==> config.mk <==
export PLATFORM = sky130hd
export DESIGN_NAME = cbse_cmdq
export DESIGN_NICKNAME = d
export VERILOG_FILES = /design/src/rtl/core/cbse_cmdq.sv
export SDC_FILE = /design/constraint.sdc
export NUM_CORES = 1
export LEC_CHECK = 0
export BUFFER_PORTS_ARGS = -buffer_cell sky130_fd_sc_hd__buf_2
export CELL_PAD_IN_SITES_DETAIL_PLACEMENT = 1
export CELL_PAD_IN_SITES_GLOBAL_PLACEMENT = 2
export CORE_MARGIN = 3
export CORE_UTILIZATION = 32
export CTS_CLUSTER_SIZE = 20
export DETAILED_ROUTE_END_ITERATION = 6
export PLACE_DENSITY = 0.84
export SKIP_CTS_REPAIR_TIMING = 1
export SYNTH_ARGS = -nofsm -noshare
export SYNTH_HDL_FRONTEND = slang
export SYNTH_SLANG_ARGS = --single-unit
==> constraint.sdc <==
create_clock -name clk -period 1.2 [get_ports clk]
set_input_delay 0.12 -clock clk [delete_from_list [all_inputs] [get_ports clk]]
set_output_delay 0.12 -clock clk [all_outputs]
set_load 0.02 [all_outputs]
==> src/rtl/core/cbse_cmdq.sv <==
// Two-entry command queue between the front end and the back end.
// No package dependency; the entry is a flat vector.
module cbse_cmdq #(
	parameter int W = 8
) (
	input  logic         clk,
	input  logic         arst_n,
	input  logic         push,
	input  logic [W-1:0] wdata,
	input  logic         pop,
	output logic [W-1:0] rdata,
	output logic         full,
	output logic         empty
);
	logic [W-1:0] mem_q [2];
	logic         wp_q;
	logic         rp_q;
	logic [1:0]   cnt_q;

	assign full = (cnt_q == 2'd2);
	assign empty = (cnt_q == 2'd0);
	assign rdata = mem_q[rp_q];

	always_ff @(posedge clk or negedge arst_n) begin
		if (!arst_n) begin
			wp_q <= 1'b0;
			rp_q <= 1'b0;
			cnt_q <= 2'd0;
		end else begin
			if (push) begin
				wp_q <= !wp_q;
			end
			if (pop) begin
				rp_q <= !rp_q;
			end
			cnt_q <= cnt_q + {1'b0, push} - {1'b0, pop};
		end
	end

	always_ff @(posedge clk) begin
		if (push) begin
			mem_q[wp_q] <= wdata;
		end
	end

	a_no_overflow: assert property (@(posedge clk) disable iff (!arst_n)
		!(push && full && !pop))
		else $error("command queue overflow");
	a_no_underflow: assert property (@(posedge clk) disable iff (!arst_n)
		!(pop && empty))
		else $error("command queue underflow");
endmodule

# After elaboration in Yosys (flattened, before gate mapping)
# Memory sizes are Yosys's and may differ from the RTL's.
# Index checks and enable logic that the tools add are counted.
[word_totals]
out_inout_bits = 10
inputBits = 12
elab_cells = 12
register_bits = 4
mem_count = 1
ramBits = 16
[classes]
mux = 2
eq_ne = 1
addsub = 2
reduce_logical = 3
[memory_table]
columns = ["memory", "words", "word_bits", "read_ports", "rd_ports_with_merged_regs", "wr", "line", "source"]
rows = [
  ["mem_q", 2, 8, 1, 0, 1, "15", "logic [W-1:0] mem_q [2];"],
]
[ops]
columns = ["cell", "n"]
rows = [
  ["adder 2 x 1 -> 2 bit", 1],
  ["equality test 2 bit, second input constant", 1],
  ["logical NOT 1 bit", 2],
  ["logical NOT 2 bit", 1],
  ["2-to-1 mux 1 bit", 2],
  ["subtractor 2 x 1 -> 2 bit", 1],
]

# Longest topological paths before layout
# Gate-level depths: netlist (run 1).
[depth]
ltp_word = 2
mapped_depth = 5
depth_no_buf = 5

# Worst setup path before layout (run 1)
# No wires, ideal clock.
[synth_timing]
kind = "register -> register"
startpoint = "register cnt_q[0]"
endpoint = "register cnt_q[1]"
setup_slack_ns = -0.113
stages_incl_launch_ff = 6
path_buffers = 0
synth_period_minus_slack_ns = 1.313
arrival_ns = 1.178
required_ns = 1.065
setup_time_ns = 0.135
path_cell_list = "dfrtp_1 -> inv_1 -> ha_1 -> inv_1 -> ha_1 -> xor3_1"
[synth_between]
elab_chain_cells = 2
[synth_rtl]
columns = ["item", "line", "source"]
rows = [
  ["start: declaration", "18", "logic [1:0] cnt_q;"],
  ["start signal: assignment", "36", "cnt_q <= cnt_q + {1'b0, push} - {1'b0, pop};"],
  ["adder 2 x 1 -> 2 bit", "36", ""],
  ["subtractor 2 x 1 -> 2 bit", "36", ""],
]
# Every way passes these cells.
# A chain may end at the register's enable or synchronous reset.

# Worst setup path after layout (run 1)
[layout_timing]
startpoint = "register rp_q"
endpoint = "output rdata[2]"
[layout_between]
elab_chain_cells = 1
[layout_rtl]
columns = ["item", "line", "source"]
rows = [
  ["start: declaration", "17", "logic rp_q;"],
  ["start signal: assignment", "34", "rp_q <= !rp_q;"],
  ["memory (2 x 8 bit)", "n/a", ""],
  ["end: declaration", "11", "output logic [W-1:0] rdata,"],
]
# Every way passes these cells.

==> summary.txt, run 1 <==
Cell Pwr Density = 2399 nW/µm²
Number of synthesized register bits = 20
Fmax = 0.7014 GHz
# rows = 17
Fin crit share = 118.8%
Initial DRC Count = 6
CP arrival = 1.31 ns
Nets = 94
DR vias/cell = 4.458
Yosys warns = 0
Total wire length = 1.667 mm
Failing checks = negative setup slack
CP cell instances = buf_6, mux2_4, buf_6
Commonest cells post-synth = edfxtp_1, mux2_4, dfrtp_1
Antenna viol nets, final = 0
Mapped Area = 808.3 µm²
CTS tree = yes
Slowest CP cell = dfrtp_2
Top routing layer in use = met4
Syn Area/Cell = 20.21 µm²
Clk pin slew, worst setup/hold paths = 0.11 ns
Core area = 2297 µm²
Most frequent CP cell = buf_6
Clock skew = 0.004989 ns
Initial antenna violation count = 0
GRT Residual Overflow = 0
Met2 WL post-DR = 1.029 mm
Synth async-reset ratio = 20.00%
Largest net degree at the start of global routing = 13
Share of cells above drive strength 1 = 56.96%
First-pass GRT wire length = 2.194 mm
Outcome = finished with violations
Post-route cell area = 1209 µm²
Synth Area in XOR/XNOR = 5.108%
Largest family of logic cells by synthesized area = multiplexers
Critical path class = flip-flop to output pin
Post-Synth Adder-Cell Area = 3.096%
Hold Worst Slack = 0.02810 ns
Ranking of synthesized cells by area = edfxtp_1, mux2_4, dfrtp_1, ha_1, xor3_1
Post-DR wirelength/cell = 15.58 µm
Non-filler cells, final = 107
Most common cell in the synthesized netlist = edfxtp_1
Hold crit path type = input pin to flip-flop
Wire length on met1 = 555 µm
Skew-Pair Late Insertion Delay = 0.29 ns
CP Launch Type = flip-flop
EDFF count, synth = 16
Inserted Diodes = 0
Static leakage = 0.5177 nW
HPWL after detailed placement = 1.046 mm
Primary FF master, synth = edfxtp_1
Sequential-to-total area share from yosys stat = 71.83%
GRT Total Usage = 9.715%
Final hold vios = 0
Compound-cell area share of the yosys netlist = 0%
Vias = 477
Total CTS buffers = 3
Clock root buffer = clkbuf_4
Max-Cap Viols = 0
Post-synthesis mux area share = 14.86%
Max-slew headroom = 73.41%
Cell count after synthesis = 40
Starting Density = 35.19%
DRC viols = 0
RePlAce Congestion = 0.6266
Worst IR Drop VDD = 1.029 mV
CTS H-tree depth = 1
Crit-path max cell delay = 0.45 ns
Share of the synthesized area in the top cell type = 59.44%
# IOs = 22
Crit Path Max Fanout = 4
Post-layout min period = 1.426 ns
Worst-case clock buffer depth = 2
Slew Limit Fails = 0
Area leader, netlist = edfxtp_1
Worst path top cell family by delay = flip-flops
DR WL met3 = 60 µm
PortBufs = 21
Worst-Margin Slew = 0.3988 ns
Die footprint = 3165 µm²
Placed Cells = 89
CTS sink cnt = 20
Area after DPL = 944.7 µm²
Number of global-route vias before repair = 467
Finished Core Util = 52.61%
Net Count, Synth = 54
Die Wd = 56.26 µm
Simple-gate share of the synthesized area = 2.786%
Worst Slack Setup Final = -0.2258 ns
DRT Pass-1 Iters = 2
RSZ-0062 raised after global routing = yes
Area growth, synth to finish = 49.54%
Synth cell types = 11
Fill cells = 222
Crit path buf inv count = 2
CP Capture Type = output pin
Final setup vio count = 9
Die height = 56.26 µm
WP data required = 1.08 ns
## cell families (layout without fill, tap and decap cells)
| logic type | count (synthesis) | count (layout) |
|---|---|---|
| xor gates and xnor gates | 3 | 3 |
| adders and majority gates | 2 | 2 |
| buffers and inverters | 3 | 42 |
| DFF | 20 | 20 |
| muxes | 8 | 8 |
| and+or+nand+nor | 4 | 4 |
## cell type report
class	count	area [µm²]	area share, %
Sequential cell	20	581.8	48.14
Clock inverter	1	30.03	2.484
Clock buffer	3	22.52	1.863
Inverter	2	7.507	0.6211
Multi-Input combinational cell	17	234.0	19.36
Tap cell	28	35.03	2.899
Timing Repair Buffer	36	297.8	24.64
## flip-flops by register name (all words and copies together) (netlist names)
signal  flops
cnt_q       2
mem_q      16
rp_q        1
wp_q        1
## path summary, 6_finish.rpt
| kind | from | end | slack [ns] | cells past startpoint |
|---|---|---|---|---|
| setup / recovery | rp_q | rdata[2] | -0.23 | 3 |
| hold / removal | wdata[0] | mem_q[0][0] | 0.03 | 1 |
| setup reg to reg | cnt_q[0] | cnt_q[1] | 0.01 | 5 |
| hold reg to reg | wp_q | wp_q | 0.52 | 1 |
| max in group asynchronous | arst_n | rp_q | 0.91 | 2 |
| min in group asynchronous | arst_n | cnt_q[1] | 0.16 | 2 |
## stage by stage
stage               setup WS [ns]  power, mW  setup TNS, ns
finish                    -0.2258      2.900         -1.803
global placement         -0.05718      1.906        -0.4050
floorplan                 0.03826      1.723              0
global route              -0.2799      3.055         -2.312
CTS                       -0.4304      2.494         -3.360
detailed placement       -0.09383      1.955        -0.6362
## metal layers
metal,GRT usage [%],vias up
li1,-,224
met1,9.211,239
met2,17.70,12
met3,3.908,2
met4,5.085,0
met5,0,-
## report_power, final
group / switching [mW] / internal (mW) / total (mW)
sequential: 0.108 / 0.948 / 1.06
combinational: 0.556 / 0.755 / 1.31
clock: 0.195 / 0.337 / 0.532
## cell usage in the layout (no fill, tap or decap)
cell,n
and2_1,1
buf_2,12
buf_4,6
buf_6,10
bufinv_16,1
clkbuf_4,3
dfrtp_1,3
dfrtp_2,1
dlygate4sd3_1,8
edfxtp_1,16
ha_4,2
inv_2,2
mux2_4,8
nor2_1,1
nor2b_1,2
xor2_1,2
xor3_1,1
No activity file was read; power rests on OpenSTA's default activity.
==> run 2, diff against run 1 <==
--- a/config.mk
+++ b/config.mk
@@ -13,6 +13,7 @@
 export CTS_CLUSTER_SIZE = 20
 export DETAILED_ROUTE_END_ITERATION = 6
 export PLACE_DENSITY = 0.84
+export REMOVE_ABC_BUFFERS = 1
 export SKIP_CTS_REPAIR_TIMING = 1
 export SYNTH_ARGS = -nofsm -noshare
 export SYNTH_HDL_FRONTEND = slang
==> run 2 against run 1 <==
Effect of this change: the flow still finishes with violations (negative setup slack); combinational power is 4% higher; sequential share of layout area fell by 0.20 points; global-route usage shrank 0.48 points; count of clock-buffer cells in the layout grew 1; worst setup slack worse by 0.012 ns; critical endpoint is now rdata[7].
==> summary.txt, run 2 (synthesized netlist as in run 1, its figures left out) <==
Outcome = finished with violations (unchanged)
Failing checks = negative setup slack (unchanged)
Fmax = 0.6953 GHz (was 0.7014 GHz)
Finished Core Util = 52.83% (was 52.61%)
Post-DR wirelength/cell = 14.19 µm (was 15.58 µm)
GRT Residual Overflow = 0 (unchanged)
Sum Neg Setup Slack = -1.888 ns (was -1.803 ns)
First-pass GRT wire length = 2.125 mm (was 2.194 mm)
Worst IR Drop VDD = 1.158 mV (was 1.029 mV)
Starting Density = 35.19% (unchanged)
CP arrival = 1.32 ns (was 1.31 ns)
Skew-Pair Late Insertion Delay = 0.29 ns (about the same)
DRC viols = 0 (unchanged)
Post-layout min period = 1.438 ns (was 1.426 ns)
CP Launch Type = flip-flop (unchanged)
RePlAce Congestion = 0.6328 (was 0.6266)
# IOs = 22 (unchanged)
Initial antenna violation count = 0 (unchanged)
Die footprint = 3165 µm² (unchanged)
Area after DPL = 982.2 µm² (was 944.7 µm²)
DR vias/cell = 4.417 (was 4.458)
Clock skew = 0.002897 ns (was 0.004989 ns)
WP data required = 1.08 ns (about the same)
Cell Pwr Density = 2259 nW/µm² (was 2399 nW/µm²)
FF-to-FF setup slack = 0.02 ns (was 0.01 ns)
HPWL after detailed placement = 1.084 mm (was 1.046 mm)
Post-route cell area = 1214 µm² (was 1209 µm²)
Antenna viol nets, final = 0 (unchanged)
Max-Cap Viols = 0 (unchanged)
PortBufs = 21 (unchanged)
Core area = 2297 µm² (unchanged)
Footprint of the multi-input gates = 241.5 µm² (was 234.0 µm²)
Biggest regs = mem_q x16, cnt_q x2 (unchanged)
Die Wd = 56.26 µm (unchanged)
Max-slew headroom = 71.91% (was 73.41%)
DRT Pass-1 Iters = 3 (was 2)
Hold crit path type = input pin to flip-flop (unchanged)
Fin crit share = 119.8% (was 118.8%)
Initial DRC Count = 10 (was 6)
Area growth, synth to finish = 50.15% (was 49.54%)
Fill cells = 220 (was 222)
Worst-case clock buffer depth = 2 (unchanged)
# rows = 17 (unchanged)
Critical path class = flip-flop to output pin (unchanged)
Nets = 95 (was 94)
Hold Worst Slack = 0.07836 ns (was 0.02810 ns)
Number of flip-flops under the largest register name = 16 (unchanged)
Largest net degree at the start of global routing = 12 (was 13)
Largest Register = mem_q (unchanged)
Vias = 477 (unchanged)
Slew Limit Fails = 0 (unchanged)
Crit Path Max Fanout = 4 (unchanged)
CP Capture Type = output pin (unchanged)
RSZ-0062 raised after global routing = yes (unchanged)
Final Power = 2.742 mW (was 2.900 mW)
GRT Total Usage = 9.232% (was 9.715%)
Most frequent cells in the layout = edfxtp_1, buf_6, buf_2, dlygate4sd3_1, mux2_4 (was edfxtp_1, buf_2, buf_6, mux2_4, dlygate4sd3_1)
CTS H-tree depth = 1 (unchanged)
Number of global-route vias before repair = 479 (was 467)
Inserted Diodes = 0 (unchanged)
Register Area = 581.8 µm² (unchanged)
Final setup vio count = 9 (unchanged)
Total CTS buffers = 3 (unchanged)
Worst Slack Setup Final = -0.2382 ns (was -0.2258 ns)
Static leakage = 0.5135 nW (was 0.5177 nW)
CTS sink cnt = 20 (unchanged)
Total wire length = 1.533 mm (was 1.667 mm)
CTS tree = yes (unchanged)
Commonest non-fill, non-tap cell in the layout = edfxtp_1 (unchanged)
Final hold vios = 0 (unchanged)
Clk pin slew, worst setup/hold paths = 0.10 ns (was 0.11 ns)
Worst-Margin Slew = 0.4213 ns (was 0.3988 ns)
Clock root buffer = clkbuf_4 (unchanged)
Share of cells above drive strength 1 = 56.25% (was 56.96%)
Die height = 56.26 µm (unchanged)
-- run 2: report_power, final --
group	total, mW	switching [mW]	internal (mW)
clock network	0.322	0.193	0.129
registers	1.06	0.114	0.948
logic	1.36	0.563	0.795
-- run 2: final cells by class --
type | instances | area share, %
flip-flops and latches | 20 | 47.94
inverters | 2 | 0.6186
well taps | 28 | 2.887
repair buffers | 37 | 26.49
clock buffers | 4 | 2.165
multi-input cells | 17 | 19.90
-- run 2: per-layer routing --
metal / GRT usage (%) / vias up / routed length (µm)
met5: 0 / - / 0
met4: 5.085 / 0 / 0
met2: 16.19 / 17 / 845
met1: 9.357 / 233 / 612
li1: - / 227 / -
met3: 3.448 / 0 / 75
-- run 2: through the flow --
| step | cells | setup WS (ns) |
|---|---|---|
| after floorplan | 39 | -0.1135 |
| after global placement | 94 | -0.1002 |
| after CTS | 98 | -0.2803 |
| final | 108 | -0.2382 |
| after detailed placement | 94 | -0.1770 |
| after global routing | 108 | -0.2954 |
-- run 2: worst max-delay path, cell delays in order (launching register included) --
cell	delay [ns]
dfrtp_2	0.46
buf_6	0.15
mux2_4	0.29
buf_6	0.13
-- run 2: path summary, 6_finish.rpt --
check                           endpoint  depth (start not counted)  startpoint
worst max-delay path            rdata[7]                          3        rp_q
worst min-delay path                wp_q                          2        push
worst min register to register      wp_q                          1        wp_q
min in group asynchronous       cnt_q[0]                          2      arst_n
worst max register to register  cnt_q[1]                          5    cnt_q[0]
max in group asynchronous           rp_q                          2      arst_n
