## src/rtl/core/cbse_pkg.sv

```systemverilog
// Shared types, codes and helpers for the cubic B-spline point evaluator.
// No dependencies; cbse_front, cbse_back, the top level and the testbench refer to this package.
package cbse_pkg;

	localparam logic [1:0] ACT_CLEAR  = 2'd0;
	localparam logic [1:0] ACT_APPEND = 2'd1;
	localparam logic [1:0] ACT_EVAL   = 2'd2;

	localparam logic [1:0] STAT_DONE    = 2'd0;
	localparam logic [1:0] STAT_TOO_FEW = 2'd1;
	localparam logic [1:0] STAT_FULL    = 2'd2;

	localparam logic [1:0] MODE_NORMAL = 2'd0;
	localparam logic [1:0] MODE_CLAMP  = 2'd1;
	localparam logic [1:0] MODE_LOOP   = 2'd2;

	localparam logic [1:0] KIND_RESULT = 2'd0;
	localparam logic [1:0] KIND_APPEND = 2'd1;
	localparam logic [1:0] KIND_EVAL   = 2'd2;

	localparam logic REG_CURVE_MODE = 1'b0;
	localparam logic REG_LOOP_START = 1'b1;

	typedef struct packed {
		logic signed [23:0] x;
		logic signed [23:0] y;
		logic signed [23:0] z;
		logic [15:0]        speed;
		logic signed [15:0] roll;
	} pt_t;

	localparam int PT_W = $bits(pt_t);

	typedef struct packed {
		logic [1:0]         action;
		logic signed [23:0] t;
		pt_t                pt;
	} in_t;

	typedef struct packed {
		logic [1:0]         kind;
		logic [1:0]         status;
		logic signed [23:0] u;
		pt_t                pt;
	} cmd_t;

	localparam int CMD_W = $bits(cmd_t);

	typedef struct packed {
		logic [1:0]         status;
		logic signed [23:0] x;
		logic signed [23:0] y;
		logic signed [23:0] z;
		logic signed [15:0] speed;
		logic signed [15:0] roll;
	} res_t;

	function automatic logic signed [23:0] sat24(input logic signed [63:0] v);
		if (v > 64'sd8388607) begin
			return 24'sh7fffff;
		end else if (v < -64'sd8388608) begin
			return 24'sh800000;
		end
		return v[23:0];
	endfunction

	function automatic logic signed [15:0] sat16(input logic signed [63:0] v);
		if (v > 64'sd32767) begin
			return 16'sh7fff;
		end else if (v < -64'sd32768) begin
			return 16'sh8000;
		end
		return v[15:0];
	endfunction

endpackage

```

## src/rtl/core/cbse_front.sv

```systemverilog
// Front end: accepts input transactions, tracks the point count and turns each
// item into a command with segment indices and local parameter. Uses cbse_pkg.
module cbse_front #(
	parameter int MAX_POINTS = 64
) (
	input  logic                                 clk,
	input  logic                                 arst_n,
	input  logic                                 push,
	output logic                                 full,
	input  cbse_pkg::in_t                        item,
	input  logic [1:0]                           curve_mode,
	input  logic [5:0]                           loop_start,
	output logic                                 q_push,
	output cbse_pkg::cmd_t                       q_cmd,
	output logic [4*$clog2(MAX_POINTS)-1:0]      q_idx,
	input  logic                                 q_full
);
	localparam int IW = $clog2(MAX_POINTS);
	localparam int CW = $clog2(MAX_POINTS + 1);
	localparam int XW = ((CW > 8) ? CW : 8) + 2;

	logic            s1_v_q;
	cbse_pkg::in_t   item_s1;
	logic [CW-1:0]   count_q;
	logic [2:0]      mod_k_q;
	logic [CW-1:0]   rem_q;

	logic [1:0]      mode_eff;
	logic            loop_mod;
	logic            done;
	logic            fire;
	logic [6:0]      seg7;
	logic [CW:0]     rem_sh;
	logic [CW-1:0]   rem_n;
	logic [XW-1:0]   nx;
	logic [XW-1:0]   segt;
	logic [XW-1:0]   segn;
	logic [XW-1:0]   lsx;
	logic [XW-1:0]   jv;
	logic [XW-1:0]   idx [4];

	assign seg7 = item_s1.t[22:16];

	always_comb begin
		case (curve_mode)
			cbse_pkg::MODE_CLAMP: mode_eff = cbse_pkg::MODE_CLAMP;
			cbse_pkg::MODE_LOOP:  mode_eff = item_s1.t[23] ? cbse_pkg::MODE_CLAMP
			                                               : cbse_pkg::MODE_LOOP;
			default:              mode_eff = cbse_pkg::MODE_NORMAL;
		endcase
	end

	assign loop_mod = (item_s1.action == cbse_pkg::ACT_EVAL) &&
	                  (mode_eff == cbse_pkg::MODE_LOOP) && (count_q != '0);
	assign done = !loop_mod || (mod_k_q == 3'd7);
	assign fire = s1_v_q && done && !q_full;
	assign full = s1_v_q && !(done && !q_full);
	assign q_push = fire;

	always_comb begin
		rem_sh = {rem_q, seg7[3'd6 - mod_k_q]};
		if (rem_sh >= {1'b0, count_q}) begin
			rem_n = CW'(rem_sh - {1'b0, count_q});
		end else begin
			rem_n = rem_sh[CW-1:0];
		end
	end

	always_comb begin
		nx = XW'(count_q);
		segt = item_s1.t[23] ? '0 : XW'(seg7);
		segn = (segt > nx - XW'(4)) ? nx - XW'(4) : segt;
		lsx = (XW'(loop_start) < nx) ? XW'(loop_start) : '0;
		jv = '0;
		for (int i = 0; i < 4; i++) begin
			idx[i] = '0;
		end
		q_cmd.kind = cbse_pkg::KIND_RESULT;
		q_cmd.status = cbse_pkg::STAT_DONE;
		q_cmd.u = '0;
		q_cmd.pt = item_s1.pt;
		unique case (item_s1.action)
			cbse_pkg::ACT_CLEAR: begin
				q_cmd.kind = cbse_pkg::KIND_RESULT;
			end
			cbse_pkg::ACT_APPEND: begin
				if (count_q == CW'(MAX_POINTS)) begin
					q_cmd.status = cbse_pkg::STAT_FULL;
				end else begin
					q_cmd.kind = cbse_pkg::KIND_APPEND;
					idx[0] = nx;
				end
			end
			cbse_pkg::ACT_EVAL: begin
				if (((mode_eff == cbse_pkg::MODE_NORMAL) && (count_q < CW'(4))) ||
				    (count_q == '0)) begin
					q_cmd.status = cbse_pkg::STAT_TOO_FEW;
				end else begin
					q_cmd.kind = cbse_pkg::KIND_EVAL;
					case (mode_eff)
						cbse_pkg::MODE_NORMAL: begin
							q_cmd.u = {item_s1.t[23:16] - segn[7:0], item_s1.t[15:0]};
							for (int i = 0; i < 4; i++) begin
								idx[i] = segn + XW'(i);
							end
						end
						cbse_pkg::MODE_CLAMP: begin
							q_cmd.u = {8'd0, item_s1.t[15:0]};
							for (int i = 0; i < 4; i++) begin
								jv = {{(XW-8){item_s1.t[23]}}, item_s1.t[23:16]} + XW'(i);
								if (jv[XW-1]) begin
									idx[i] = '0;
								end else if (jv > nx - XW'(1)) begin
									idx[i] = nx - XW'(1);
								end else begin
									idx[i] = jv;
								end
							end
						end
						default: begin
							q_cmd.u = {8'd0, item_s1.t[15:0]};
							idx[0] = XW'(rem_q);
							for (int i = 1; i < 4; i++) begin
								idx[i] = (idx[i-1] + XW'(1) == nx) ? lsx : idx[i-1] + XW'(1);
							end
						end
					endcase
				end
			end
			default: begin
				q_cmd.kind = cbse_pkg::KIND_RESULT;
			end
		endcase
		for (int i = 0; i < 4; i++) begin
			q_idx[i*IW +: IW] = idx[i][IW-1:0];
		end
	end

	always_ff @(posedge clk or negedge arst_n) begin
		if (!arst_n) begin
			s1_v_q <= 1'b0;
			count_q <= '0;
			mod_k_q <= '0;
		end else begin
			if (push && !full) begin
				s1_v_q <= 1'b1;
				mod_k_q <= '0;
			end else begin
				if (fire) begin
					s1_v_q <= 1'b0;
				end
				if (s1_v_q && loop_mod && (mod_k_q != 3'd7)) begin
					mod_k_q <= mod_k_q + 3'd1;
				end
			end
			if (fire) begin
				if (item_s1.action == cbse_pkg::ACT_CLEAR) begin
					count_q <= '0;
				end else if ((item_s1.action == cbse_pkg::ACT_APPEND) &&
				             (count_q != CW'(MAX_POINTS))) begin
					count_q <= count_q + CW'(1);
				end
			end
		end
	end

	always_ff @(posedge clk) begin
		if (push && !full) begin
			item_s1 <= item;
			rem_q <= '0;
		end else if (s1_v_q && loop_mod && (mod_k_q != 3'd7)) begin
			rem_q <= rem_n;
		end
	end

	a_count_bound: assert property (@(posedge clk) disable iff (!arst_n)
		count_q <= CW'(MAX_POINTS))
		else $error("point count beyond table size");
	a_push_only_held: assert property (@(posedge clk) disable iff (!arst_n)
		q_push |-> s1_v_q)
		else $error("command issued without a held item");
endmodule

```

## config.mk

```make
export PLATFORM = sky130hd
export DESIGN_NAME = cbse_front
export DESIGN_NICKNAME = d
export VERILOG_FILES = /design/src/rtl/core/cbse_pkg.sv /design/src/rtl/core/cbse_front.sv
export SDC_FILE = /design/constraint.sdc
export NUM_CORES = 1
export LEC_CHECK = 0
export ABC_CLOCK_PERIOD_IN_PS = 7900
export BUFFER_PORTS_ARGS = -buffer_cell sky130_fd_sc_hd__clkbuf_2
export CORE_AREA = 4 4 146 148
export DETAILED_ROUTE_END_ITERATION = 8
export DIE_AREA = 0 0 150 152
export PLACE_DENSITY = 0.82
export SETUP_SLACK_MARGIN = 0.2
export SYNTH_ARGS = -nofsm -noshare
export SYNTH_HDL_FRONTEND = slang
export SYNTH_SLANG_ARGS = --single-unit
```

## constraint.sdc

```tcl
create_clock -name clk -period 7.9 [get_ports clk]
set_input_delay 0.395 -clock clk [delete_from_list [all_inputs] [get_ports clk]]
set_output_delay 0.395 -clock clk [all_outputs]
set_load 0.05 [all_outputs]
```

# Yosys cells after proc, flatten, opt, wreduce, memory -nomap -nowiden
# Index checks and enable logic that the tools add are counted.
totals:
  inputBits: 142
  regBits: 148
  output_inout_bits: 158
classes:
  addsub: 16
  muxes: 39
  reduce_logical: 25
  eq_ne: 13
  order_cmp: 9
op_table:
  columns: ["op", "n"]
  rows:
  - ["2-to-1 mux 10 bit", 8]
  - ["2-to-1 mux 24 bit", 3]
  - ["one-hot mux 36 bit (2 select lines)", 1]
  - ["> comparator 10 bit", 4]
  - ["2-to-1 mux 36 bit", 1]
  - ["2-to-1 mux 7 bit", 4]
  - ["2-to-1 mux 26 bit", 1]
  - ["2-to-1 mux 6 bit", 4]
  - ["adder 10 x 2 -> 10 bit, second input constant", 2]
  - ["adder 8 x 3 -> 9 bit, second input constant", 2]
  - ["one-hot mux 2 bit (2 select lines)", 3]
  - ["one-hot mux 6 bit (2 select lines)", 1]
  - ["logical AND 1 bit", 11]
  - ["adder 10 x 1 -> 10 bit, second input constant", 1]
  - ["adder 9 x 1 -> 10 bit, second input constant", 1]
  - ["== test 10 x 7 -> 1 bit", 1]
  - ["> comparator 7 x 10 -> 1 bit", 1]
  - ["adder 8 x 1 -> 9 bit, second input constant", 1]
  - ["adder 8 x 2 -> 9 bit, second input constant", 1]
  - ["== test 9 x 7 -> 1 bit", 1]
  - ["2-to-1 mux 9 bit", 1]
  - ["adder 7 x 1 -> 8 bit, second input constant", 1]
  - ["== test 8 x 7 -> 1 bit", 1]
  - ["greater-or-equal comparator 8 x 7 -> 1 bit", 1]
  - ["other kinds (28)", 46]

# Longest topological paths before layout
# Gate-level depths: netlist (run 1).
depth:
  ltp_word: 13
  mapped_depth: 30
  mapped_depth_nobuf: 26

# Worst setup path before layout (run 1)
# Ideal clock, no wire load.
synth_path:
  path_kind: "register to output"
  startpoint: "register rem_q[1]"
  endpoint: "output port q_idx[21]"
  path_stages_with_launch: 29
  required_ns: 7.505
  n_path_buf: 4
  arrival_ns: 7.656
  slack_ns: -0.151
  cell_sequence: "dfxtp_1 ha_1 buf_2 nand3_1 o21ai_0 o2111ai_1 a31o_4 nor2_1 clkbuf_1 mux2_2 ha_1 clkbuf_1 inv_1 or4_1 and3_1 o22ai_1 a21oi_1 or3b_4 nor3_4 mux2_2 ha_1 clkbuf_1 nand3_1 o21ai_0 mux2_2 a211oi_1 nand4_4 mux2i_1 a211oi_1"
synth_between:
  elab_chain_cells: 12
synth_lines:
  columns: ["item", "line_no", "rtl"]
  rows:
  - ["start: declaration", "cbse_front.sv:26", "logic [CW-1:0] rem_q;"]
  - ["start signal: assignment", "cbse_front.sv:172", "rem_q <= rem_n;"]
  - ["adder 7 x 1 -> 8 bit (*)", "cbse_front.sv:124", "idx[i] = (idx[i-1] + XW'(1) == nx) ? lsx : idx[i-1] + XW'(1);"]
  - ["== test 8 x 7 -> 1 bit", "cbse_front.sv:124", null]
  - ["2-to-1 mux 8 bit (*)", "cbse_front.sv:124", null]
  - ["adder 8 x 1 -> 9 bit (*)", "cbse_front.sv:124", null]
  - ["== test 9 x 7 -> 1 bit", "cbse_front.sv:124", null]
  - ["2-to-1 mux 9 bit (*)", "cbse_front.sv:124", null]
  - ["adder 9 x 1 -> 10 bit (*)", "cbse_front.sv:124", null]
  - ["== test 10 x 7 -> 1 bit", "cbse_front.sv:124", null]
  - ["2-to-1 mux 10 bit (*)", "cbse_front.sv:124", null]
  - ["one-hot mux 36 bit (2 select lines) (*)", "cbse_front.sv:100", "case (mode_eff)"]
  - ["2-to-1 mux 36 bit (*)", "cbse_front.sv:95", "if (((mode_eff == cbse_pkg::MODE_NORMAL) && (count_q < CW'(4))) ||"]
  - ["2-to-1 mux 26 bit (*)", "cbse_front.sv:82", "unique case (item_s1.action)"]
  - ["end: declaration", "cbse_front.sv:15", "output logic [4*$clog2(MAX_POINTS)-1:0] q_idx,"]
# Mark *: on every way between the ends. The rest lies on a longest branch, timed or not.

# Worst setup path in the final report (run 1)
layout_path:
  startpoint: "register count_q[3]"
  endpoint: "output port q_idx[23]"
layout_between:
  elab_chain_cells: 12
  word_cells_on_any_way: 25
  cone_classes: "add/sub (5); order compare (4); eq/ne (3); mux (10); reduce/logical (3)"
layout_lines:
  columns: ["item", "line_no", "rtl"]
  rows:
  - ["start: declaration", "cbse_front.sv:24", "logic [CW-1:0] count_q;"]
  - ["start signal: assignment", "cbse_front.sv:161", "count_q <= count_q + CW'(1);"]
  - ["less-than comparator 6 x 7 -> 1 bit", "cbse_front.sv:73", "lsx = (XW'(loop_start) < nx) ? XW'(loop_start) : '0;"]
  - ["2-to-1 mux 6 bit", "cbse_front.sv:73", null]
  - ["2-to-1 mux 8 bit", "cbse_front.sv:124", null]
  - ["adder 8 x 1 -> 9 bit", "cbse_front.sv:124", null]
  - ["== test 9 x 7 -> 1 bit", "cbse_front.sv:124", null]
  - ["2-to-1 mux 9 bit", "cbse_front.sv:124", null]
  - ["adder 9 x 1 -> 10 bit", "cbse_front.sv:124", null]
  - ["== test 10 x 7 -> 1 bit", "cbse_front.sv:124", null]
  - ["2-to-1 mux 10 bit", "cbse_front.sv:124", null]
  - ["one-hot mux 36 bit (2 select lines)", "cbse_front.sv:100", null]
  - ["2-to-1 mux 36 bit (*)", "cbse_front.sv:95", null]
  - ["2-to-1 mux 26 bit (*)", "cbse_front.sv:82", null]
# Marked as above.

==> flow_summary.ini, run 1 <==
[worst_setup_path]
cp-start-kind = register
end_kind = output pin
timing.setup.critical_path_class = reg -> out
arrival_time_of_data_at_the_critical_path_endpoint_ns = 6.99
timing.critical_path.fanout_max = 13
cp.required_ns = 7.51

[placement]
place.port_buffers = 299
dp_hpwl_um = 25100
place_ws_ns = 0.221
placed_cells = 1514
gp_congestion = 1.04

[die]
row_count = 52
boundaryPins = 300
core_footprint_mm2 = 0.0200
die_area_mm2 = 0.0228
die_height_um = 152
fp.dieW_um = 150
start_util = 0.536

[yosys]
post_synth_most_frequent_cells = edfxtp_1, buf_4, ha_1, nor2_1, nand2_1
synth.yosys.seq_area_share = 0.402
count_of_flip_flops_with_a_built_in_enable_after_synthesis = 130
synth_cell_types = 81
synth-seq-cells = 148
most_repeated_cell_in_the_gate_level_netlist_after_synthesis = edfxtp_1
post_synthesis_instance_area_mm2 = 0.0107
post_synth_main_area_contributors = edfxtp_1, ha_1, buf_4
post-synth-top-area-cell = edfxtp_1
yosys.area.top_type_share = 0.364
syn_avg_cell_area_um2 = 10.0
mappedNetlistNets = 1297
postSynthCellCount = 1070
ys.flop_type = edfxtp_1
synth-warning-count = 0
synthArstFlopShare = 0.0743

[clock_tree]
numClockSinks = 148
cts.path.max_buffers = 2
clkLatencyLatePin_ns = 0.42
cts_buffers = 17
tritoncts_clock_tree = yes
cts_h_tree_lvls = 4
clkTransAtPathRegs_ns = 0.07
cts_root_buffer = clkbuf_16

[detailed_routing]
wirelength_um = 31700
vias_per_cell = 5.69
dr.first_iter.drc_count = 695
detailedRoute.firstPassIterationCount = 6
dr_total_vias = 8833
wl_cell_um = 20.4
post-route-drc-count = 0
routed_antenna_nets = 0

[final_layout]
layout.cells.non_filler = 1552
area.growth.synth_to_final_pct = 17.0
share_of_layout_cells_above_drive_strength_1 = 0.321
layout.nets = 1495

[sta]
fin_tns_setup_ns = 0
final_critical_path_setup_slack_ns = 0.517
final.setup_skew_ns = 0.0202
fmax_ghz = 0.135
hold-worst-slack_ns = 0.147
final.period_utilization = 0.935
grt_setup_unrepaired = no
tightest_slew_ns = 1.14
final_hold_viol_count = 0
slew_headroom = 0.234
drv_slew = 0
finalCriticalPeriod_ns = 7.38
timing.final.setup_violations = 0

[min_path]
hp-class = in -> reg

[grt]
grt_start_max_net_pins = 77
global_route.overflow_total = 0
grt_antenna_before_repair = 1
first_global_vias = 8687
grt_first_pass_wirelength_um = 49100
grtUsageTotal = 0.275

[power]
power-per-cell-area_mw_per_mm2 = 257
ir_drop_mv = 0.194
static-leakage-power_nw = 5.57

[outcome]
status = finished clean

[job]
max-cap-violations = 0
[cell usage in the layout, fill, tap and decap left out, types with 5 or more instances in the layout]
| cell | instances |
|---|---|
| clkbuf_2 | 295 |
| edfxtp_1 | 130 |
| ha_1 | 81 |
| nor2_1 | 78 |
| nand2_1 | 74 |
| o21ai_0 | 61 |
| xnor2_1 | 59 |
| nand3_1 | 44 |
| inv_1 | 42 |
| a21oi_1 | 42 |
| buf_4 | 30 |
| and3_1 | 27 |
| a21o_1 | 26 |
| xor2_1 | 20 |
| mux2i_1 | 19 |
| clkbuf_16 | 17 |
| nand4_1 | 14 |
| nor3_1 | 13 |
| o211ai_1 | 12 |
| a211oi_1 | 12 |
| a221oi_1 | 11 |
| nand2b_1 | 10 |
| nor2b_1 | 9 |
| and2_1 | 9 |
| dfrtp_1 | 9 |
| o21a_1 | 5 |
| a222oi_1 | 5 |
| mux2_2 | 5 |
| inv_8 | 5 |
[power breakdown]
group / switching (W) / internal, W
sequential: 0.0000288 / 0.000905
combinational: 0.000944 / 0.000561
clock: 0.000343 / 0.000449
total: 0.00132 / 0.00192
[flip-flops by register name, indices dropped and copies added (netlist names)]
| signal | flops |
|---|---|
| rem_q | 7 |
| q_cmd | 104 |
| count_q | 7 |
| mod_k_q | 3 |
| item_s1 | 26 |
| s1_v_q | 1 |
[logic make-up (layout without fill, tap and decap cells)]
group | Yosys count | in the layout | share of synthesized area
simple gates | 307 | 307 | 0.145
compound gates | 219 | 219 | 0.139
buf+inv | 198 | 409 | 0.110
flops | 148 | 148 | 0.402
fa+ha+maj | 85 | 85 | 0.100
xor+xnor | 83 | 83 | 0.0710
mux | 30 | 30 | 0.0316
other cells | 0 | 1 | 0
[worst max-delay path: stages, from the launching register on]
cell	delay, ns
dfrtp_2	0.47
inv_2	0.23
ha_1	0.27
and4b_1	0.17
o21ai_0	0.20
o21a_2	0.27
and2_1	0.23
mux2_2	0.20
ha_1	0.16
inv_1	0.09
or4_1	0.50
and3_1	0.19
o22ai_2	0.19
a21oi_1	0.14
or3b_4	0.42
nor3_4	0.21
mux2_2	0.39
ha_4	0.22
and4_1	0.19
or3_1	0.34
and4_1	0.21
a211oi_2	0.23
nand4_4	0.23
mux2_4	0.37
a211oi_4	0.27
buf_12	0.17
[path summary, 6_finish.rpt]
| path | from | slack, ns | depth (start not counted) | to |
|---|---|---|---|---|
| max in group asynchronous | arst_n | 7.18 | 2 | count_q[3] |
| worst max-delay path | count_q[3] | 0.52 | 25 | q_idx[23] |
| worst min register to register | mod_k_q[2] | 0.51 | 2 | mod_k_q[2] |
| worst max register to register | item_s1[127] | 3.53 | 8 | item_s1[115] |
| min in group asynchronous | arst_n | 0.46 | 2 | s1_v_q |
| worst min-delay path | item[69] | 0.15 | 1 | q_cmd[69] |
[routing by layer]
layer | GRT usage | part of all wire | vias up
met1 | 0.335 | 0.37 | 4133
met4 | 0.100 | 0.032 | 0
met5 | 0 | 0 | -
li1 | - | - | 4174
met2 | 0.469 | 0.50 | 462
met3 | 0.0724 | 0.098 | 64
[timing repair]
action | in CTS | in global routing
gates resized for setup | 8 | 11
setup buffers | 0 | 4
endpoints found under the hold margin | 11 | 0
hold buffers | 1 | 0
pin swaps | 0 | 1
setup endpoints to repair | 6 | 6
[cell type report]
type | count | area (µm²)
clock inverter | 15 | 164
clock buffer | 17 | 425
inverter | 47 | 179
sequential | 148 | 4330
fill | 1687 | 7480
tap | 270 | 338
timing repair buffer | 330 | 1790
multi-input combinational | 724 | 5330
antenna | 1 | 2.50
[through the flow]
step            util  total power, W  instance area, µm²
2_1_floorplan      -         0.00206               10800
5_1_grt        0.627         0.00342               12600
3_3_place_gp   0.592         0.00238               11900
3_5_place_dp   0.592         0.00241               11900
4_1_cts        0.623         0.00321               12500
6_report       0.627         0.00323               12600
No activity file was read; power rests on OpenSTA's default activity.
==> run 2, diff against run 1 <==
Settings changed: ABC_CLOCK_PERIOD_IN_PS 7900 to unset.
Clock period 7.9 ns to 7.76 ns, I/O delays scaled along.
==> flow_summary.ini, run 2 (synthesized netlist as in run 1, its figures left out) <==
[power]
portion_of_total_power_attributed_to_sequential_cells = 0.286
p_switching_w = 0.00135
clock_power_share = 0.247
power.share.combinational = 0.467
p_total_w = 0.00334
ir_drop_mv = 0.190
p_int_w = 0.00199
power-per-cell-area_mw_per_mm2 = 265
static-leakage-power_nw = 5.58
switching_share = 0.405

[worst_setup_path]
timing.critical_path.fanout_max = 13
cp.required_ns = 7.37
timing.setup.critical_path_class = reg -> out
end_kind = output pin
cp-start-kind = register
depth_of_the_most_critical_reg_to_reg_path = 7
arrival_time_of_data_at_the_critical_path_endpoint_ns = 6.85

[die]
row_count = 52
boundaryPins = 300
die_area_mm2 = 0.0228
die_height_um = 152
core_footprint_mm2 = 0.0200
start_util = 0.536
fp.dieW_um = 150

[sta]
final_critical_path_setup_slack_ns = 0.524
grt_setup_unrepaired = no
final_hold_viol_count = 0
tightest_slew_ns = 1.20
timing.final.setup_violations = 0
final.setup_skew_ns = 0.0131
slew_headroom = 0.198
fin_tns_setup_ns = 0
finalCriticalPeriod_ns = 7.24
fmax_ghz = 0.138
final.period_utilization = 0.932
drv_slew = 0

[detailed_routing]
dr_total_vias = 9029
routed_antenna_nets = 0
wl_cell_um = 21.3
dr.first_iter.drc_count = 787
wirelength_um = 33000
post-route-drc-count = 0
vias_per_cell = 5.82
detailedRoute.firstPassIterationCount = 8

[placement]
place.port_buffers = 299
place_ws_ns = 0.157
gp_congestion = 1.01
placed_cells = 1517
dp_hpwl_um = 25700

[clock_tree]
cts_buffers = 17
clkLatencyLatePin_ns = 0.41
cts_h_tree_lvls = 4
numClockSinks = 148
cts_root_buffer = clkbuf_16
tritoncts_clock_tree = yes
cts.path.max_buffers = 2
clkTransAtPathRegs_ns = 0.07

[final_layout]
area.growth.synth_to_final_pct = 17.5
num-fill-cells = 1668
regArea_mm2 = 0.00433
multi_input_combinational_cell_area_mm2 = 0.00534
layout.nets = 1496
share_of_layout_cells_above_drive_strength_1 = 0.319
layout.cells.most_common = clkbuf_2
layout_common_cells = clkbuf_2, edfxtp_1, ha_1
layout.cells.non_filler = 1552
largest_reg_flops = 104

[grt]
grt_start_max_net_pins = 92
grtUsageTotal = 0.283
first_global_vias = 8923
grt_first_pass_wirelength_um = 50500
global_route.overflow_total = 0
grt_antenna_before_repair = 2

[job]
max-cap-violations = 0

[outcome]
status = finished clean

[min_path]
worstHoldPathCells = 1
hp-class = in -> reg
run 2: changes by cell type in the layout (fill, tap and decap cells not counted), moves of 2 or more:
cell	before	now
inv_6	2	5
inv_8	5	2
clkinvlp_4	1	3
clkbuf_2	295	293
clkinv_2	2	0
a211oi_4	4	6
a211oi_2	4	2
buf_12	4	6
run 2: area by class of cell:
class / count / area share
Multi-Input combinational cell: 724 / 0.424
Sequential cell: 148 / 0.343
Timing Repair Buffer: 331 / 0.145
Clock buffer: 17 / 0.0337
Tap cell: 270 / 0.0268
Inverter: 47 / 0.0142
Clock inverter: 14 / 0.0132
Antenna cell: 1 / 0.000198
run 2: path summary, 6_finish.rpt:
| check | start | slack (ns) | endpoint |
|---|---|---|---|
| max in group asynchronous | arst_n | 7.05 | count_q[5] |
| hold / removal | item[66] | 0.14 | q_cmd[66] |
| min in group asynchronous | arst_n | 0.46 | s1_v_q |
| setup / recovery | rem_q[0] | 0.52 | q_idx[22] |
| setup reg to reg | item_s1[127] | 3.31 | q_cmd[41] |
| hold reg to reg | mod_k_q[1] | 0.55 | mod_k_q[1] |
run 2: routing by layer:
metal | part of all wire | GRT usage
met2 | 0.50 | 0.485
met1 | 0.37 | 0.348
met3 | 0.095 | 0.0652
met5 | 0 | 0
met4 | 0.035 | 0.104
run 2: timing repair:
| action | CTS | global route |
|---|---|---|
| setup endpoints to repair | 6 | 6 |
| endpoints found under the hold margin | 11 | 0 |
| pin swaps | 0 | 2 |
| resized for setup | 8 | 8 |
| buffers inserted | 0 | 2 |
| hold buffers | 1 | 0 |
run 2: critical path: stages, from the launching register on:
cell	delay, ns
dfxtp_1	0.39
buf_4	0.19
and2_4	0.20
a21oi_2	0.07
or4_4	0.44
a31o_4	0.29
nor2_4	0.18
mux2_2	0.37
ha_1	0.21
buf_4	0.17
nand3_1	0.11
xor2_1	0.07
or4_4	0.44
nand3_1	0.11
or3b_4	0.41
nor3_4	0.22
mux2_2	0.40
ha_4	0.22
and4_1	0.19
or3_1	0.33
and4_1	0.21
a211oi_2	0.22
nand4_4	0.22
mux2_4	0.36
a211oi_4	0.24
buf_12	0.18
run 2: power groups by stage:
stage          clock (W)  combinational (W)  sequential (W)
5_1_grt         0.000877            0.00169        0.000959
3_3_place_gp           0            0.00147        0.000967
6_report        0.000823            0.00156        0.000955
4_1_cts         0.000835            0.00151        0.000954
2_1_floorplan          0            0.00115        0.000957
3_5_place_dp           0            0.00150        0.000969
run 2: through the flow:
step	hold slack [ns]	instance area, µm²	util
floorplan	0.0924	10800	-
global placement	0.285	11900	0.595
detailed placement	0.283	11900	0.595
CTS	0.134	12600	0.627
global route	0.129	12600	0.629
finish	0.145	12600	0.629
==> run 3, diff against run 2 <==
==> constraint.sdc (replaced) <==
create_clock -name clk -period 7.76 [get_ports clk]
set_input_delay 0.776 -clock clk [delete_from_list [all_inputs] [get_ports clk]]
set_output_delay 0.776 -clock clk [all_outputs]
set_load 0.05 [all_outputs]
==> flow_summary.ini, run 3 (synthesized netlist as in run 1, its figures left out) <==
[worst_setup_path]
timing.critical_path.slowest_stage_cell = or4_4
depth_of_the_most_critical_reg_to_reg_path = 8
end_kind = output pin
critPathMaxStageDelay_ns = 0.46
cp-start-kind = register
arrival_time_of_data_at_the_critical_path_endpoint_ns = 6.63
worst-path-buf-inv = 2
cp.required_ns = 6.98
timing.setup.critical_path_class = reg -> out
critical_path_depth = 25
timing.critical_path.fanout_max = 12
critical_path.top_delay_family = simple AND/OR/NAND/NOR gates

[placement]
dp_hpwl_um = 26100
gp_congestion = 1.07
place_ws_ns = 0.195
place.port_buffers = 299

[grt]
global_route.overflow_total = 0
grtUsageTotal = 0.284
grt_antenna_before_repair = 1
grt_start_max_net_pins = 72
first_global_vias = 8883
grt_first_pass_wirelength_um = 50200

[power]
ir_drop_mv = 0.194
power.share.combinational = 0.481
clock_power_share = 0.232
power-per-cell-area_mw_per_mm2 = 260
portion_of_total_power_attributed_to_sequential_cells = 0.287
p_int_w = 0.00194
switching_share = 0.414
static-leakage-power_nw = 5.62
p_switching_w = 0.00137

[final_layout]
layout.cells.most_common = clkbuf_2
share_of_layout_cells_above_drive_strength_1 = 0.333
layout.nets = 1507
layout_common_cells = clkbuf_2, edfxtp_1, ha_1
area.growth.synth_to_final_pct = 18.6
largest_reg_flops = 104
final_core_area_utilization = 0.635

[die]
start_util = 0.536
fp.dieW_um = 150
die_area_mm2 = 0.0228
core_footprint_mm2 = 0.0200
row_count = 52
boundaryPins = 300
die_height_um = 152

[detailed_routing]
dr.first_iter.drc_count = 820
post-route-drc-count = 0
vias_per_cell = 5.81
wl_cell_um = 21.0
detailedRoute.firstPassIterationCount = 5
routed_antenna_nets = 0
wirelength_um = 32900
dr_wl_met2_um = 15900
maxUsedRoutingLayer = met4
dr_total_vias = 9091
route.layer.met1.wl_um = 12200
met3_wirelength_um = 3160

[job]
max-cap-violations = 0

[clock_tree]
cts_root_buffer = clkbuf_16
cts_h_tree_lvls = 4
cts_buffers = 17
clkLatencyLatePin_ns = 0.41
numClockSinks = 148
clkTransAtPathRegs_ns = 0.06
cts.path.max_buffers = 2
tritoncts_clock_tree = yes

[sta]
final.setup_skew_ns = 0.0116
fmax_ghz = 0.135
slew_headroom = 0.242
tightest_slew_ns = 1.13
timing.final.setup_violations = 0
fin_tns_setup_ns = 0
final_critical_path_setup_slack_ns = 0.357
drv_slew = 0
final.period_utilization = 0.954
grt_setup_unrepaired = no
final_hold_viol_count = 0
finalCriticalPeriod_ns = 7.40

[min_path]
hp-class = in -> async

[outcome]
status = finished clean
==> run 3: changes by cell type in the layout (fill, tap and decap cells not counted), sizes merged <==
cell,before,now
buf,37,49
bufinv,2,0
clkinv,4,7
clkinvlp,3,2
dlygate4sd3,1,0
inv,52,53
==> run 3: repair_timing <==
action | CTS | global route
endpoints found under the setup margin | 6 | 6
setup buffers | 0 | 6
resized for setup | 13 | 20
hold endpoints to repair | 0 | 0
pin swaps | 2 | 11
hold buffers | 0 | 0
==> run 3: worst paths after layout <==
check / start / to / slack [ns]
setup / recovery: rem_q[1] / q_idx[18] / 0.36
hold / removal: arst_n / count_q[2] / 0.24
setup reg to reg: item_s1[127] / q_cmd[37] / 3.40
hold reg to reg: mod_k_q[1] / mod_k_q[1] / 0.53
max in group asynchronous: arst_n / count_q[5] / 7.26
min in group clk: mod_k_q[1] / mod_k_q[1] / 0.53
==> run 3: cell type report <==
type,count,area (µm²)
Clock inverter,15,136
Inverter,47,181
Antenna cell,1,2.50
Fill cell,1654,7310
Multi-Input combinational cell,724,5390
Timing Repair Buffer,342,1910
Sequential cell,148,4340
Tap cell,270,338
Clock buffer,17,425
==> run 3: metrics by stage <==
stage               instance area, µm²  std cells  total power, W  hold WS [ns]
global route                     12700       1564         0.00349         0.246
detailed placement               12000       1525         0.00249         0.504
CTS                              12600       1557         0.00327         0.235
finish                           12700       1564         0.00331         0.242
floorplan                        10800       1070         0.00211         0.473
global placement                 12000       1525         0.00245         0.495
==> run 3: routing by layer <==
metal	up-vias	global-route usage
met4	0	0.125
met3	97	0.0739
li1	4197	-
met2	500	0.469
met5	-	0
met1	4297	0.348
==> run 3: power by group through the flow <==
stage                     clock network (W)  logic [W]  registers, W
after global routing               0.000827    0.00171      0.000954
after detailed placement                  0    0.00152      0.000966
after floorplan                           0    0.00115      0.000957
final                              0.000769    0.00160      0.000950
after CTS                          0.000781    0.00153      0.000950
after global placement                    0    0.00149      0.000963
==> run 3: worst register-to-register path: stages, from the launching register on <==
cell      delay (ns)
edfxtp_1        0.78
a21oi_1         0.19
nor2_1          0.50
or4_1           0.21
a21oi_1         0.07
o21ai_0         0.31
nand2_1         0.40
inv_4           0.67
buf_4           0.79
